[src/sv/lwe_msn_pkg.sv]
// Shared types, codes and defaults for the LWE matrix-times-secret-plus-noise unit.
`default_nettype none

package lwe_msn_pkg;

    localparam int ROWS_N_DEF    = 1024;
    localparam int COLS_NHAT_DEF = 12;

    // Request codes carried in req_type
    localparam logic [1:0] REQ_SECRET = 2'd0;
    localparam logic [1:0] REQ_NOISE  = 2'd1;
    localparam logic [1:0] REQ_ELEM   = 2'd2;

    typedef struct packed {
        logic [1:0]  req_type;
        logic [9:0]  row_index;
        logic [9:0]  col_index;
        logic [31:0] data_value;
        logic        row_done;
    } req_t;

    typedef struct packed {
        logic [31:0] sum_out;
        logic [9:0]  out_row;
        logic [3:0]  out_column;
        logic        last_of_row;
    } rsp_t;

    // Accumulator memory controls
    typedef struct packed {
        logic wr;
        logic rd;
        logic clr;
    } acc_ctl_t;

    typedef enum logic [2:0] {
        ST_IDLE,
        ST_MAC,
        ST_DRAIN,
        ST_EMIT_RD,
        ST_EMIT_WR
    } state_t;

endpackage

`default_nettype wire

[src/sv/lwe_msn_mac.sv]
// Multiply-accumulate pipeline: memory read, multiply, add and write back.
`default_nettype none

module lwe_msn_mac #(
    parameter int COLS_NHAT = lwe_msn_pkg::COLS_NHAT_DEF,
    localparam int KW       = (COLS_NHAT > 1) ? $clog2(COLS_NHAT) : 1
) (
    input  wire logic          clk,
    input  wire logic          rst_n,
    input  wire logic          issue,
    input  wire logic [KW-1:0] issue_k,
    input  wire logic [31:0]   elem,
    input  wire logic [31:0]   secret,
    input  wire logic [31:0]   acc_value,
    output logic               wr_en,
    output logic      [KW-1:0] wr_k,
    output logic      [31:0]   wr_data,
    output logic               busy
);

    logic          s1_vld_reg;
    logic [KW-1:0] s1_k_reg;
    logic          s2_vld_reg;
    logic [KW-1:0] s2_k_reg;
    logic [31:0]   prod_reg;
    logic [31:0]   prod_next;
    logic [31:0]   acc_reg;

    // Low 32 bits of the product are all the wrapping sum needs
    assign prod_next = elem * secret;

    always_ff @(posedge clk or negedge rst_n)
    begin
        if (!rst_n)
        begin
            s1_vld_reg <= 1'b0;
            s2_vld_reg <= 1'b0;
        end
        else
        begin
            s1_vld_reg <= issue;
            s2_vld_reg <= s1_vld_reg;
        end
    end

    always_ff @(posedge clk)
    begin
        s1_k_reg <= issue_k;
        s2_k_reg <= s1_k_reg;
        prod_reg <= prod_next;
        acc_reg  <= acc_value;
    end

    assign wr_en   = s2_vld_reg;
    assign wr_k    = s2_k_reg;
    assign wr_data = acc_reg + prod_reg;
    assign busy    = s1_vld_reg | s2_vld_reg;

endmodule

`default_nettype wire

[config.mk]
export PLATFORM = sky130hd
export DESIGN_NAME = lwe_msn_mac
export DESIGN_NICKNAME = d
export VERILOG_FILES = /design/src/sv/lwe_msn_pkg.sv /design/src/sv/lwe_msn_mac.sv
export SDC_FILE = /design/constraint.sdc
export NUM_CORES = 1
export LEC_CHECK = 0
export ABC_AREA = 1
export BUFFER_PORTS_ARGS = -buffer_cell sky130_fd_sc_hd__buf_2
export CAP_MARGIN = 20
export CORE_MARGIN = 5
export CORE_UTILIZATION = 40
export CTS_CLUSTER_SIZE = 24
export DETAILED_ROUTE_END_ITERATION = 6
export PLACE_DENSITY = 0.54
export SLEW_MARGIN = 40
export SYNTH_ARGS = -nofsm -noshare
export SYNTH_HDL_FRONTEND = slang
export SYNTH_SLANG_ARGS = --single-unit
[constraint.sdc]
create_clock -name clk -period 5.5 [get_ports clk]
set_input_delay 1.65 -clock clk [delete_from_list [all_inputs] [get_ports clk]]
set_output_delay 1.65 -clock clk [all_outputs]
set_load 0.02 [all_outputs]
==> results by group <==
Route
  – Initial drt markers: between 800 and 900
  – Drt total wl: approximately 62 mm
  – Via count: 16770
  – Drt via density: about 4.6
  – Initial DRT Pass Iterations: 5
  – Drt drc: 0
  – Avg WL per Cell: between 15 and 20 um
  – Post-route ant nets: 0

Floorplan
  – Starting Density: 0.4057
  – Die area: around 54000 um2
  – Die X: approximately 230 um
  – Core outline area: roughly 49000 um2
  – Cell Rows: 81
  – Top Ports: ~140
  – Die span in y: around 230 um

GRT
  – GRT Resource Usage Total: 0.2320
  – Initial antenna violation count: 0
  – First-pass GRT wire length: 98.70 mm
  – Largest net degree at the start of global routing: 19
  – Vias in the first global route: around 18000
  – Remaining global-route overflow: 0

Critical path
  – CP dominant cell by count: fa_1
  – Worst R2R Path Depth: 0
  – Setup crit end kind: flip-flop
  – Critical Path RT: 5.78 ns
  – Flop-to-flop setup slack: about 5 ns
  – Worst r2r dst: wr_en
  – CP bufs+invs: 9
  – WP data arrival: around 7.6 ns
  – Slowest stage delay, CP: about 0.63 ns
  – Crit path max fanout: 7
  – R2R Path Start: s1_vld_reg
  – Worst setup SP type: primary input
  – Slowest CP cell: fa_2
  – Delay-heaviest family, CP: adder cells
  – Worst path depth: 25
  – WS Path Type: in -> reg

Yosys
  – #FFs+latches synth: 74
  – YS warnings: 0
  – Post-Syn Nets: between 3000 and 4000
  – Synth Instances: approximately 2600
  – Number of enable flip-flop cells after synthesis: 0
  – Synth unique cells: 47
  – Ys flop type: dfxtp_1
  – Seq/Total Area, Yosys: 0.07480
  – Syn Area/Cell: between 7 and 8 um2
  – Cell Area, Synth: between 15000 and 20000 um2
  – Asr flop ratio synth: 0.02703

Cells and area
  – Most frequent cells in the layout: 722 x inv_1, 694 x nand2_1, 350 x fa_1
  – Layout cells sized above 1: 0.2611
  – P&R area growth vs syn: 30.10%
  – # diodes: 0
  – Final Core Density: 0.5277
  – Most common cell after layout, fill and taps aside: inv_1
  – Net count reported at finish: 3637

Outcome
  – Failing checks: negative setup slack
  – Outcome: complete, but fails checks

STA
  – Clock skew: about 0.00011 ns
  – Max-slew violations: 0
  – Tightest Pin Transition: 0.5337 ns
  – Endpoints failing hold: 0
  – FMAX: 0.1364 GHz
  – Period Utilization, post-route: 1.333
  – Fin crit period: around 7.3 ns
  – Max-slew headroom: 0.6350
  – RSZ-0062 raised after global routing: true
  – Setup TNS Final: -33.93 ns
  – Post-route setup slack: -1.830 ns
  – Endpoints failing setup: 24

Placement
  – HPWL after DPL: between 50 and 60 mm
  – Routability cong.: around 0.93
  – Buffers on Ports: 140

Clock tree
  – CTS tree: done
  – Clk_lat worst skew: between 0.3 and 0.4 ns
  – CTS root buf: clkbuf_16
  – Clock H-tree levels: 3
  – Clk buf depth: 2
  – Num CTS Buffers: 9
  – Clk slew on worst S/H paths: 0.06 ns
  – TritonCTS Sinks: 74

Job
  – Max Cap Violations: 0

Min path
  – WHS Endpoint: wr_k[3]
  – Min-delay src: s1_k_reg[3]
  – WHS Path Cells: 0
  – Min-delay worst type: reg -> reg
==> stage by stage <==
stage / area [um2] / hold slack (ns) / std cells / setup slack [ns]
finish: 25940 / 0.3274 / 3640 / -1.830
floorplan: 20780 / 0.3096 / 2617 / -1.768
detailed placement: 23520 / 0.3150 / 3582 / -2.561
global placement: 23520 / 0.3105 / 3582 / -2.532
global route: 25940 / 0.3418 / 3640 / -2.026
CTS: 25350 / 0.3303 / 3631 / -1.787
==> final cells by class <==
cell class                 instances  area [um2]
fill                            4711       23210
multi-input combinational       1657       16600
timing repair buffer             449        3775
inverter                         780        2935
sequential                        74        1491
tap                              664       830.8
clock buffer                       9       225.2
clock inverter                     7       83.83
==> metal layers <==
metal / vias up / routed length, um / global-route usage
met5: - / 0 / 0
met4: 0 / 1454 / 0.05354
met3: 55 / 2546 / 0.01677
met2: 351 / 31520 / 0.4212
met1: 8230 / 25990 / 0.3029
li1: 8137 / - / -
==> timing repair <==
action | 4_1_cts | 5_1_grt
buffers inserted | 35 | 11
hold endpoints to repair | 0 | 0
pin swaps | 139 | 105
gates resized for setup | 310 | 146
cloned | 1 | 1
endpoints found under the setup margin | 25 | 25
hold buffers | 0 | 0
==> cells by family after synthesis <==
group	after synthesis	share of synthesized area
xor+xnor	66	0.02937
fa+ha+maj	563	0.5073
flops	74	0.07480
simple gates	886	0.1745
buf+inv	886	0.1697
compound gates	142	0.04437
==> synthesized netlist by cell type, types with 5 or more instances <==
master | instances | area, um2
a21oi_2 | 6 | 52.55
nand3b_1 | 5 | 37.54
clkbuf_1 | 76 | 285.3
a21oi_1 | 58 | 290.3
o21bai_1 | 8 | 60.06
xor2_1 | 41 | 359.1
ha_1 | 154 | 1927
fa_1 | 409 | 8188
buf_2 | 15 | 75.07
nand3_1 | 57 | 285.3
dfxtp_1 | 72 | 1441
a31oi_1 | 5 | 31.28
o21ai_0 | 21 | 105.1
nand4_1 | 5 | 31.28
nor2_1 | 51 | 191.4
xnor2_1 | 24 | 210.2
o21ai_2 | 5 | 43.79
inv_1 | 777 | 2917
nor3_1 | 10 | 50.05
a21o_1 | 8 | 60.06
o21ai_1 | 8 | 40.04
buf_4 | 10 | 75.07
nand2_1 | 747 | 2804
==> worst max-delay path by stage <==
stage,from,to,slack (ns)
floorplan,secret[4],prod_reg[30],-1.77
global placement,secret[8],prod_reg[28],-2.53
detailed placement,secret[8],prod_reg[28],-2.56
CTS,elem[13],prod_reg[28],-1.79
global route,elem[11],prod_reg[31],-2.03
finish,elem[11],prod_reg[31],-1.83
Power is left out: the tool's default activity adds up to more than one toggle a clock period on the data nets, which glitch-free logic cannot reach.
