## config.mk

```make
export PLATFORM = sky130hd
export DESIGN_NAME = lwe_msn_acc_mem
export DESIGN_NICKNAME = d
export VERILOG_FILES = /design/src/sv/lwe_msn_pkg.sv /design/src/sv/lwe_msn_acc_mem.sv
export SDC_FILE = /design/constraint.sdc
export NUM_CORES = 1
export LEC_CHECK = 0
export BUFFER_PORTS_ARGS = -buffer_cell sky130_fd_sc_hd__buf_2
export CAP_MARGIN = 5
export CORE_AREA = 2 2 176 178
export CTS_CLUSTER_DIAMETER = 50
export DETAILED_ROUTE_END_ITERATION = 8
export DIE_AREA = 0 0 178 180
export GPL_ROUTABILITY_DRIVEN = 1
export GPL_TIMING_DRIVEN = 1
export HOLD_SLACK_MARGIN = 0.03
export PLACE_DENSITY = 0.8
export SLEW_MARGIN = 20
export SYNTH_ARGS = -nofsm -noshare
export SYNTH_HDL_FRONTEND = slang
export SYNTH_SLANG_ARGS = --single-unit
export TNS_END_PERCENT = 10
```

## constraint.sdc

```tcl
create_clock -name clk -period 2.19 [get_ports clk]
set_input_delay 0.3285 -clock clk [delete_from_list [all_inputs] [get_ports clk]]
set_output_delay 0.3285 -clock clk [all_outputs]
set_load 0.005 [all_outputs]
```

## src/sv/lwe_msn_pkg.sv

```systemverilog
// Shared types, codes and defaults for the LWE matrix-times-secret-plus-noise unit.
`default_nettype none

package lwe_msn_pkg;

    localparam int ROWS_N_DEF    = 1024;
    localparam int COLS_NHAT_DEF = 12;

    // Request codes carried in req_type
    localparam logic [1:0] REQ_SECRET = 2'd0;
    localparam logic [1:0] REQ_NOISE  = 2'd1;
    localparam logic [1:0] REQ_ELEM   = 2'd2;

    typedef struct packed {
        logic [1:0]  req_type;
        logic [9:0]  row_index;
        logic [9:0]  col_index;
        logic [31:0] data_value;
        logic        row_done;
    } req_t;

    typedef struct packed {
        logic [31:0] sum_out;
        logic [9:0]  out_row;
        logic [3:0]  out_column;
        logic        last_of_row;
    } rsp_t;

    // Accumulator memory controls
    typedef struct packed {
        logic wr;
        logic rd;
        logic clr;
    } acc_ctl_t;

    typedef enum logic [2:0] {
        ST_IDLE,
        ST_MAC,
        ST_DRAIN,
        ST_EMIT_RD,
        ST_EMIT_WR
    } state_t;

endpackage

`default_nettype wire

```

## src/sv/lwe_msn_acc_mem.sv

```systemverilog
// Accumulator memory with per-entry valid bits; an invalid entry reads as zero.
`default_nettype none

module lwe_msn_acc_mem #(
    parameter int COLS_NHAT = lwe_msn_pkg::COLS_NHAT_DEF,
    localparam int KW       = (COLS_NHAT > 1) ? $clog2(COLS_NHAT) : 1
) (
    input  wire logic                 clk,
    input  wire logic                 rst_n,
    input  wire lwe_msn_pkg::acc_ctl_t ctl,
    input  wire logic [KW-1:0]        wr_addr,
    input  wire logic [31:0]          wr_data,
    input  wire logic [KW-1:0]        rd_addr,
    output logic      [31:0]          rd_value
);

    logic [31:0]          mem [COLS_NHAT];
    logic [COLS_NHAT-1:0] vld_reg;
    logic [31:0]          rd_data_reg;
    logic                 rd_vld_reg;

    always_ff @(posedge clk)
    begin
        if (ctl.wr)
        begin
            mem[wr_addr] <= wr_data;
        end
    end

    always_ff @(posedge clk)
    begin
        if (ctl.rd)
        begin
            rd_data_reg <= mem[rd_addr];
        end
    end

    // Clear goes through the read address; the two never share a cycle
    always_ff @(posedge clk or negedge rst_n)
    begin
        if (!rst_n)
        begin
            vld_reg    <= '0;
            rd_vld_reg <= 1'b0;
        end
        else
        begin
            if (ctl.wr)
            begin
                vld_reg[wr_addr] <= 1'b1;
            end
            if (ctl.clr)
            begin
                vld_reg[rd_addr] <= 1'b0;
            end
            if (ctl.rd)
            begin
                rd_vld_reg <= vld_reg[rd_addr];
            end
        end
    end

    assign rd_value = rd_vld_reg ? rd_data_reg : 32'd0;

endmodule

`default_nettype wire

```

==> results of run 1 <==
## cells in the mapped netlist
library cell  number  area (um2)
nand3_1            2        10.0
edfxtp_1         416       12500
o32a_1             8        80.1
o31ai_1            1        7.51
or2_2              1        6.26
nor3_1             6        30.0
nand3b_1           1        7.51
nand2b_1           5        31.3
mux2i_1            2        20.0
clkbuf_1          16        60.1
and3_1             1        6.26
buf_12             3        60.1
buf_6              4        45.0
a22oi_1           12        90.1
nor2b_1            3        18.8
buf_1              7        26.3
a31oi_1            1        6.26
buf_4              4        30.0
o22a_1             4        35.0
a22oi_2           20         250
nand2_1           68         255
inv_1              2        7.51
buf_2              5        25.0
a311o_1            1        10.0
nor4_1             2        12.5
dfrtp_1           13         325
and2_1            32         200
nor2_1             6        22.5
mux4_2            98        2210
## layer usage
metal | wire (um) | share of wire [%] | track usage [%] | up-vias
li1 | - | - | - | 3323
met1 | 13300 | 38 | 31.6 | 4171
met2 | 17600 | 51 | 36.6 | 402
met3 | 2900 | 8.4 | 4.61 | 67
met4 | 892 | 2.6 | 6.98 | 4
met5 | 21 | 0.061 | 0 | -
## power groups by stage
stage | sequential, mW | combinational [mW] | clock (mW)
detailed placement | 9.53 | 1.08 | 0
finish | 9.36 | 1.07 | 6.86
CTS | 9.36 | 1.09 | 6.94
floorplan | 9.49 | 0.622 | 0
global route | 9.37 | 1.17 | 7.26
global placement | 9.51 | 1.04 | 0
## repair_timing
| action | CTS | global route |
|---|---|---|
| hold endpoints to repair | 13 | 0 |
| buffers inserted | 0 | 0 |
| hold buffers | 1 | 0 |
## final cells by class
type / instances / area [um2]
repair buffers: 115 / 910
well taps: 396 / 495
clock buffers: 52 / 1150
fillers: 1960 / 11200
clock inverters: 26 / 179
multi-input cells: 274 / 3450
diodes: 1 / 2.50
inverters: 2 / 7.51
flip-flops and latches: 429 / 12800
## worst reg2reg max path: stages, from the launching register on
cell,delay [ps]
edfxtp_1,370
mux4_2,480
a22oi_2,240
nand2_1,90
## through the flow
stage	TNS (ps)	setup WS (ps)	utilization, %	hold slack [ps]	power, mW
after global placement	0	234	58.5	225	10.6
after CTS	0	385	63.0	104	17.4
after detailed placement	0	168	58.5	231	10.6
final	0	419	63.0	122	17.3
after global routing	0	358	63.0	127	17.8
after floorplan	-81750	-378	-	32.9	10.1
## cell families (layout without fill, tap and decap cells)
| family | after synthesis | in the layout | share of synthesized area [%] |
|---|---|---|---|
| compound gates | 47 | 47 | 2.93 |
| mux | 100 | 100 | 13.6 |
| flops | 429 | 429 | 78.3 |
| buf+inv | 41 | 195 | 1.55 |
| simple gates | 127 | 127 | 3.67 |
| other cells | 0 | 1 | 0 |
## worst min path at each step
stage	from	end	slack (ps)	depth (start not counted)
6_report	wr_data[20]	mem[6][20]$_DFFE_PP_	120	1
5_1_grt	wr_data[4]	mem[11][4]$_DFFE_PP_	130	1
4_1_cts	wr_data[22]	mem[8][22]$_DFFE_PP_	100	1
3_5_place_dp	rst_n	vld_reg[3]$_DFF_PN0_	230	1
3_3_place_gp	rst_n	vld_reg[2]$_DFF_PN0_	230	1
2_1_floorplan	rst_n	rd_vld_reg$_DFFE_PN0P_	30	0
==> impl_results.rst, run 1 <==
.. list-table::
   :header-rows: 1

   * - Metric
     - Value
   * - Net Count, Synth
     - ~800
   * - Crit Path Class
     - reg -> out
   * - DRC violation total after the first TritonRoute iteration
     - about 800
   * - Worst reg-to-reg setup slack
     - approximately 760 ps
   * - Net count, final
     - 911
   * - Leakage
     - ~6.3 nW
   * - Average size of a mapped cell
     - ~22 um2
   * - Ordered list of cells on the worst path
     - buf_4, and2_1, buf_2
   * - Die width
     - ~180 um
   * - Outcome
     - finished, final reports clean
   * - Maximum vdd ir drop
     - 556 uV
   * - Vias in the first global route
     - about 8500
   * - Count of final max-slew check failures
     - 0
   * - Number of stages on the worst setup path
     - 3
   * - Pin count of the biggest net entering global routing
     - 39
   * - Avg Vias per Cell
     - about 6.2
   * - Tightest Hold Check Type
     - in -> reg
   * - Category of the worst setup path launch point
     - flip-flop
   * - Largest delay contributor family on the critical path
     - flip-flops
   * - Proportion of synthesized chip area in sequential cells
     - roughly 80%
   * - Total congestion overflow
     - 0
   * - Worst reg2reg startpoint
     - mem[6][20]$_DFFE_PP_
   * - Share of total power in sequential cells
     - a little over half
   * - Most common library cell in the layout ignoring fill and taps
     - edfxtp_1
   * - Final critical-path share of the clock period
     - approximately four fifths
   * - F_max
     - about 560 MHz
   * - Die Outline Area
     - 32000 um2
   * - Slew @ Worst Pin
     - between 1000 and 1500 ps
   * - Clock power frac
     - roughly two fifths
   * - Total internal power
     - about 14 mW
   * - Clock Tree Buf Depth
     - 3
   * - Final HPWL DP
     - between 15000 and 20000 um
   * - Most used cells in the layout excluding fill and tap cells
     - edfxtp_1 (416), mux4_2 (98), buf_2 (74)
   * - Die height
     - around 180 um
   * - Final Setup Violations
     - 0
   * - Capture point of the worst reg-to-reg path
     - rd_data_reg[20]$_DFFE_PP_
   * - CTS clk-pin slew, worst paths
     - roughly 60 ps
   * - Count of mapped cells out of synthesis
     - around 740
   * - Routed wire length
     - ~35000 um
   * - Post-DR wirelength/cell
     - roughly 27 um
   * - Flip-flop count of the largest register after layout
     - around 380
   * - Synth Register Bits
     - roughly 430
   * - Combined global-route utilization of all metal layers
     - between 20 and 25%
   * - Max H-tree Level
     - 2
   * - Area overhead of the layout relative to synthesis
     - 16.1%
   * - Post-cts repair resize count
     - 0
   * - Initial antenna violation count
     - 3
   * - Distinct cells, synth
     - 29
   * - Timing endpoint of the critical path
     - rd_value[11]
   * - Instance area after placement
     - roughly 18000 um2
   * - Fraction of power spent switching nets
     - 21.1%
   * - Last weighted congestion value of the routability-driven placer
     - just over 0.7
   * - Worst-path cell with the longest stage delay
     - dfrtp_1
   * - Yosys Warn Count
     - 0
   * - Cell at the root of the clock tree
     - clkbuf_16
   * - Max Cap Violations
     - 0
   * - Global-route wire length before repair
     - ~53000 um
   * - Final critical path time including I/O delays and setup
     - 1770 ps
   * - Source-to-sink clock delay at the later pin of the worst-skew pair
     - between 500 and 600 ps
   * - Worst rel slew slack
     - between 20 and 30%
   * - Layout cells sized above 1
     - between 30% and 40%
   * - Unrepaired setup endpoints after global routing
     - false
   * - Standard cell core area
     - between 30000 and 40000 um2
   * - Combinational cell fraction of total power
     - under 10%
   * - Logic depth of the worst register-to-register path
     - 3
   * - CTS tree
     - built
   * - Antenna Violating Nets Remaining
     - 0
   * - Setup Skew
     - between 7 and 8 ps
   * - Sinks on Clock Net
     - about 430
   * - Effective utilization at floorplan
     - between 50% and 60%
   * - IO Pins
     - 77
   * - Cell area after synthesis
     - 16400 um2
   * - Iteration count of the initial detailed-routing pass
     - 5
   * - Highest net fanout along the worst path
     - 14
   * - Critical path arrival
     - 1440 ps
   * - Power density over the cells
     - about 910 nW/um2
   * - Port Buffers
     - 76
   * - Final Hold Violating Endpoints
     - 0
   * - Final std cell area, no fill
     - about 19000 um2
   * - Non-filler instance count after layout
     - ~1300
   * - Remaining DRCs
     - 0
   * - Req. time, crit path
     - approximately 1900 ps
   * - Capturing element type of the critical path
     - output port
   * - Placement row count
     - 64
   * - Num CTS Buffers
     - 44
   * - Critical path origin
     - rd_vld_reg$_DFFE_PN0P_
   * - Slowest stage delay, CP
     - between 300 and 400 ps
   * - Post-Place Cells
     - 1215
   * - Number of buffers and inverters on the critical path
     - 2
   * - Power dissipated by switching net loads
     - 3.65 mW
   * - Via count
     - around 8000
No activity file was read; power rests on OpenSTA's default activity.
==> run 2: changes to the inputs <==
==> constraint.sdc (replaced) <==
create_clock -name clk -period 1.65 [get_ports clk]
set_input_delay 0.2475 -clock clk [delete_from_list [all_inputs] [get_ports clk]]
set_output_delay 0.2475 -clock clk [all_outputs]
set_load 0.005 [all_outputs]
==> run 2 against run 1 <==
The flow now finishes with violations (negative setup slack). Core utilization rose by 1.8 points. First-iteration DRC count grew 24%. Die area unchanged. Routed wire length up 0.37%. Register-to-register slack lost 540 ps. Combinational power up 50%. Clock power increased by 34%. Critical path depth stayed put. Non-clock buffer count rose by 34. Largest power group unchanged.
==> impl_results.rst, run 2 (synthesis gave the netlist of run 1 again) <==
.. list-table::
   :header-rows: 1

   * - Metric
     - Value
   * - Outcome
     - finished, violations left
   * - Violated checks
     - negative setup slack
   * - Sinks on Clock Net
     - between 400 and 500
   * - Crit Path Class
     - reg -> out
   * - Clock Tree Buf Depth
     - 3
   * - Core utilization of the finished layout
     - between 60 and 70%
   * - Global-route wire length before repair
     - approximately 53000 um
   * - Remaining DRCs
     - 0
   * - Pin count of the biggest net entering global routing
     - 34
   * - Number of filler instances in the final layout
     - between 1500 and 2000
   * - Vias in the first global route
     - 8538
   * - Max Cap Violations
     - 0
   * - Post-DR wirelength/cell
     - around 26 um
   * - Combined global-route utilization of all metal layers
     - 22.7%
   * - Most used cells in the layout excluding fill and tap cells
     - edfxtp_1 (416), mux4_2 (98), nand2_1 (68)
   * - Standard cell core area
     - a little over 30000 um2
   * - Highest net fanout along the worst path
     - 9
   * - Source-to-sink clock delay at the later pin of the worst-skew pair
     - approximately 550 ps
   * - Final HPWL DP
     - ~19000 um
   * - Antenna Violating Nets Remaining
     - 0
   * - Max H-tree Level
     - 2
   * - Slowest stage delay, CP
     - about 510 ps
   * - Unrepaired setup endpoints after global routing
     - true
   * - Critical path origin
     - rd_vld_reg$_DFFE_PN0P_
   * - Die Outline Area
     - 32000 um2
   * - Tightest Hold Check Type
     - in -> reg
   * - Die width
     - approximately 180 um
   * - Worst rel slew slack
     - a little over a third
   * - Area overhead of the layout relative to synthesis
     - 19.4%
   * - Cell at the root of the clock tree
     - clkbuf_16
   * - Met2 routed wirelength
     - 17900 um
   * - Layout cells sized above 1
     - a little over a third
   * - Num CTS Buffers
     - 41
   * - Final Setup Violations
     - 32
   * - Die height
     - between 150 and 200 um
   * - Ordered list of cells on the worst path
     - buf_6, and2_1, buf_2
   * - Category of the worst setup path launch point
     - flip-flop
   * - Iteration count of the initial detailed-routing pass
     - 5
   * - Top layer reached by signal wires
     - met5
   * - Logic depth of the worst register-to-register path
     - 3
   * - Met3 wirelength from detailed routing
     - approximately 2800 um
   * - Fin Hold WS
     - roughly 44 ps
   * - Count of final max-slew check failures
     - 0
   * - Net count, final
     - 942
   * - Leakage
     - 6.54 nW
   * - Final Hold Violating Endpoints
     - 0
   * - Flip-flop count of the largest register after layout
     - 384
   * - Critical path arrival
     - approximately 1500 ps
   * - Number of buffers and inverters on the critical path
     - 2
   * - CTS tree
     - built
   * - Effective utilization at floorplan
     - 54.3%
   * - Last weighted congestion value of the routability-driven placer
     - about 0.76
   * - Most common library cell in the layout ignoring fill and taps
     - edfxtp_1
   * - Non-filler instance count after layout
     - roughly 1300
   * - Avg Vias per Cell
     - just over 6
   * - Port Buffers
     - 76
   * - Routed wire length
     - 34800 um
   * - Placement row count
     - 64
   * - Setup Skew
     - 20.9 ps
   * - Worst setup slack after layout
     - -98.7 ps
   * - Total congestion overflow
     - 0
   * - Req. time, crit path
     - between 1000 and 1500 ps
   * - Met1 Routed Length
     - about 13000 um
   * - IO Pins
     - a little under 80
   * - DRC violation total after the first TritonRoute iteration
     - 977
   * - Largest delay contributor family on the critical path
     - flip-flops
   * - Worst-path cell with the longest stage delay
     - dfrtp_2
   * - Final critical path time including I/O delays and setup
     - between 1500 and 2000 ps
   * - Endpoint, Worst Hold
     - mem[0][7]$_DFFE_PP_
   * - F_max
     - about 570 MHz
   * - Initial antenna violation count
     - 2
   * - Capture point of the worst reg-to-reg path
     - rd_data_reg[18]$_DFFE_PP_
   * - Post-Place Cells
     - approximately 1200
   * - CTS clk-pin slew, worst paths
     - 60 ps
   * - Via count
     - a little over 8000
   * - Worst reg-to-reg setup slack
     - approximately 220 ps
   * - Instance area after placement
     - 17900 um2
   * - Final std cell area, no fill
     - around 20000 um2
   * - Worst reg2reg startpoint
     - mem[7][18]$_DFFE_PP_
   * - Maximum vdd ir drop
     - roughly 710 uV
   * - Total power after layout
     - approximately 23 mW
   * - Final critical-path share of the clock period
     - 106%
   * - Capturing element type of the critical path
     - output port
   * - Count of cells along the worst hold path
     - 1
   * - Slew @ Worst Pin
     - ~950 ps
   * - Critical hold path startpoint
     - wr_data[7]
   * - Setup TNS Final
     - -2380 ps
   * - Setup slack at placement
     - -146 ps
   * - Power density over the cells
     - ~1200 nW/um2
## run 2: cell count changes in the layout (fill, tap and decap cells not counted), moves of 4 or more
cell,change
dlygate4sd3_1,+19
buf_6,+17
and2_1,-14
and2_4,+14
buf_2,-14
buf_12,+9
clkbuf_1,+7
clkinv_2,-5
clkbuf_16,-4
## run 2: what timing repair did
| action | CTS | global route |
|---|---|---|
| setup endpoints to repair | 32 | 32 |
| setup buffers | 2 | 0 |
| endpoints found under the hold margin | 190 | 0 |
| hold buffers | 20 | 0 |
| gates resized for setup | 17 | 17 |
| cloned | 0 | 0 |
## run 2: area by class of cell
cell class | instances | area (um2) | share of cell area, %
Timing Repair Buffer | 149 | 1430 | 7.32
Antenna cell | 2 | 5.00 | 0.0256
Clock buffer | 56 | 1090 | 5.58
Tap cell | 396 | 495 | 2.53
Multi-Input combinational cell | 274 | 3490 | 17.9
Inverter | 2 | 7.51 | 0.0384
Clock inverter | 18 | 218 | 1.11
Sequential cell | 429 | 12800 | 65.5
## run 2: worst max-delay path by stage
stage                           endpoint  slack [ps]  depth (start not counted)
2_1_floorplan        mem[1][0]$_DFFE_PP_        -310                          3
3_3_place_gp   rd_data_reg[16]$_DFFE_PP_         -90                          5
3_5_place_dp   rd_data_reg[23]$_DFFE_PP_        -150                          5
4_1_cts                     rd_value[31]        -120                          3
5_1_grt                      rd_value[8]        -140                          3
6_report                     rd_value[6]        -100                          3
## run 2: report_power, final
group | leakage (nW) | switching, mW | internal (mW)
clock | 0.634 | 3.91 | 5.30
sequential | 3.94 | 0.137 | 12.3
combinational | 1.97 | 0.812 | 0.793
## run 2: metal layers
| layer | up-vias | track usage (%) |
|---|---|---|
| met5 | - | 0 |
| met1 | 4279 | 31.5 |
| met4 | 2 | 6.56 |
| met2 | 433 | 37.5 |
| met3 | 68 | 3.79 |
| li1 | 3383 | - |
## run 2: worst reg2reg max path, delay by kind of cell, from the launching register on
family / cells / cell delay (ps)
AND/OR/NAND/NOR: 1 / 80
multiplexers: 1 / 510
flip-flops: 1 / 400
AO/OA/AOI/OAI: 1 / 200
==> run 3: changes to the inputs <==
==> constraint.sdc (replaced) <==
create_clock -name clk -period 1.85 [get_ports clk]
set_input_delay 0.2775 -clock clk [delete_from_list [all_inputs] [get_ports clk]]
set_output_delay 0.2775 -clock clk [all_outputs]
set_load 0.005 [all_outputs]
==> run 3 against run 2 <==
The run now ends clean. Hold slack improved by 9.6 ps. Sequential cell count unchanged. Via count decreased by 3.9%. Combinational power down 18%. Power is 8.1% lower. Non-clock buffer count shrank 21. Clock-buffer cell count is 2 lower. Design area decreased by 1.1%. Sequential share of layout area rose by 0.71 points. Routed wire length shrank 3.7%. First-iteration DRC count decreased by 7.9%. Global-route usage down 1.2 points. Largest power group unchanged.
==> impl_results.rst, run 3 (synthesis gave the netlist of run 1 again) <==
.. list-table::
   :header-rows: 1

   * - Metric
     - Value
   * - Outcome
     - finished, final reports clean
   * - Sinks on Clock Net
     - 429
   * - Final Hold Violating Endpoints
     - 0
   * - Max Cap Violations
     - 0
   * - CTS tree
     - built
   * - Worst setup slack after layout
     - approximately 120 ps
   * - Non-filler instance count after layout
     - 1308
   * - Last weighted congestion value of the routability-driven placer
     - 0.753
   * - Iteration count of the initial detailed-routing pass
     - 5
   * - IO Pins
     - 77
   * - Largest delay contributor family on the critical path
     - flip-flops
   * - Standard cell core area
     - 30200 um2
   * - Placement row count
     - 64
   * - Clock Tree Buf Depth
     - 3
   * - Net count, final
     - 922
   * - Maximum vdd ir drop
     - between 900 and 1000 uV
   * - Via count
     - 7846
   * - DRC violation total after the first TritonRoute iteration
     - 900
   * - Final HPWL DP
     - roughly 19000 um
   * - F_max
     - just under 600 MHz
   * - Capturing element type of the critical path
     - output port
   * - Most used cells in the layout excluding fill and tap cells
     - edfxtp_1 (416), mux4_2 (98), buf_2 (75)
   * - Power density over the cells
     - 1100 nW/um2
   * - CTS clk-pin slew, worst paths
     - around 60 ps
   * - Worst reg2reg startpoint
     - mem[6][8]$_DFFE_PP_
   * - Endpoint, Worst Hold
     - mem[3][22]$_DFFE_PP_
   * - Req. time, crit path
     - about 1600 ps
   * - Ordered list of cells on the worst path
     - buf_6, and2_1, buf_2
   * - Antenna Violating Nets Remaining
     - 0
   * - Final critical path time including I/O delays and setup
     - between 1500 and 2000 ps
   * - Number of buffers and inverters on the critical path
     - 2
   * - Post-DR wirelength/cell
     - between 20 and 30 um
   * - Area overhead of the layout relative to synthesis
     - 18.1%
   * - Avg Vias per Cell
     - ~6
   * - Final critical-path share of the clock period
     - a little over nine tenths
   * - Count of cells along the worst hold path
     - 1
   * - Worst reg-to-reg setup slack
     - 370 ps
   * - Count of final max-slew check failures
     - 0
   * - Source-to-sink clock delay at the later pin of the worst-skew pair
     - 550 ps
   * - Die width
     - ~180 um
   * - Worst-path cell with the longest stage delay
     - dfrtp_1
   * - Logic depth of the worst register-to-register path
     - 3
   * - Unrepaired setup endpoints after global routing
     - false
   * - Critical hold path startpoint
     - wr_data[22]
   * - Category of the worst setup path launch point
     - flip-flop
   * - Worst rel slew slack
     - 30.6%
   * - Slew @ Worst Pin
     - between 1000 and 1500 ps
   * - Combined global-route utilization of all metal layers
     - between 20% and 30%
   * - Die Outline Area
     - about 32000 um2
   * - Slowest stage delay, CP
     - slightly below 400 ps
   * - Setup TNS Final
     - 0 ps
   * - Cell at the root of the clock tree
     - clkbuf_16
   * - Vias in the first global route
     - around 8000
   * - Total congestion overflow
     - 0
   * - Global-route wire length before repair
     - ~50000 um
   * - Port Buffers
     - 76
   * - Remaining DRCs
     - 0
   * - Most common library cell in the layout ignoring fill and taps
     - edfxtp_1
   * - Layout cells sized above 1
     - 35.6%
   * - Highest net fanout along the worst path
     - 12
   * - Die height
     - around 180 um
   * - Leakage
     - between 6 and 7 nW
   * - Initial antenna violation count
     - 2
   * - Num CTS Buffers
     - 42
   * - Max H-tree Level
     - 2
   * - Critical path arrival
     - 1460 ps
   * - Setup slack at placement
     - -12.9 ps
   * - Final Setup Violations
     - 0
   * - Pin count of the biggest net entering global routing
     - 34
   * - Flip-flop count of the largest register after layout
     - around 380
   * - Capture point of the worst reg-to-reg path
     - rd_data_reg[8]$_DFFE_PP_
   * - Setup Skew
     - about 27 ps
   * - Routed wire length
     - between 30000 and 40000 um
   * - Post-Place Cells
     - 1227
   * - Buffers inserted by post-CTS timing repair
     - 0
   * - Crit Path Class
     - reg -> out
   * - Effective utilization at floorplan
     - a little over half
   * - Tightest Hold Check Type
     - in -> reg
==> run 3: layout make-up <==
class                           count  area [um2]
Clock buffer                       54        1110
Timing Repair Buffer              128        1110
Multi-Input combinational cell    274        3460
Fill cell                        1909       10800
Antenna cell                        1        2.50
Inverter                            2        7.51
Clock inverter                     24         353
Sequential cell                   429       12800
Tap cell                          396         495
==> run 3: report_power, final <==
group          internal (mW)  switching [mW]  total [mW]
Sequential              11.0          0.0976        11.1
Clock                   5.40            3.61        9.00
Combinational          0.595           0.710        1.31
Total                   17.0            4.41        21.4
==> run 3: metal layers <==
metal | vias to the layer above | track usage [%] | routed length [um]
li1 | 3343 | - | -
met1 | 4114 | 30.0 | 13100
met2 | 339 | 35.6 | 17300
met3 | 48 | 3.70 | 2460
met4 | 2 | 5.31 | 586
met5 | - | 0 | 7
==> run 3: worst max-delay path by stage <==
stage,from,to,cells past startpoint
CTS,rd_vld_reg$_DFFE_PN0P_,rd_value[9],3
finish,rd_vld_reg$_DFFE_PN0P_,rd_value[12],3
detailed placement,rd_addr[0],rd_data_reg[8]$_DFFE_PP_,5
global route,rd_vld_reg$_DFFE_PN0P_,rd_value[12],3
global placement,rd_addr[0],rd_data_reg[4]$_DFFE_PP_,5
floorplan,wr_addr[0],mem[2][0]$_DFFE_PP_,2
==> run 3: timing repair <==
item	in CTS	in global routing
endpoints found under the hold margin	14	0
gates resized for setup	0	1
setup endpoints to repair	0	4
hold buffers	2	0
==> run 3: metrics by stage <==
stage               hold WS [ps]  area, um2  utilization (%)  power [mW]
CTS                         33.6      19300             64.1        21.5
finish                      53.7      19300             64.1        21.4
global route                56.1      19300             64.1        22.0
floorplan                  -18.1      16500                -        12.0
global placement             175      17900             59.2        12.5
detailed placement           181      17900             59.2        12.6
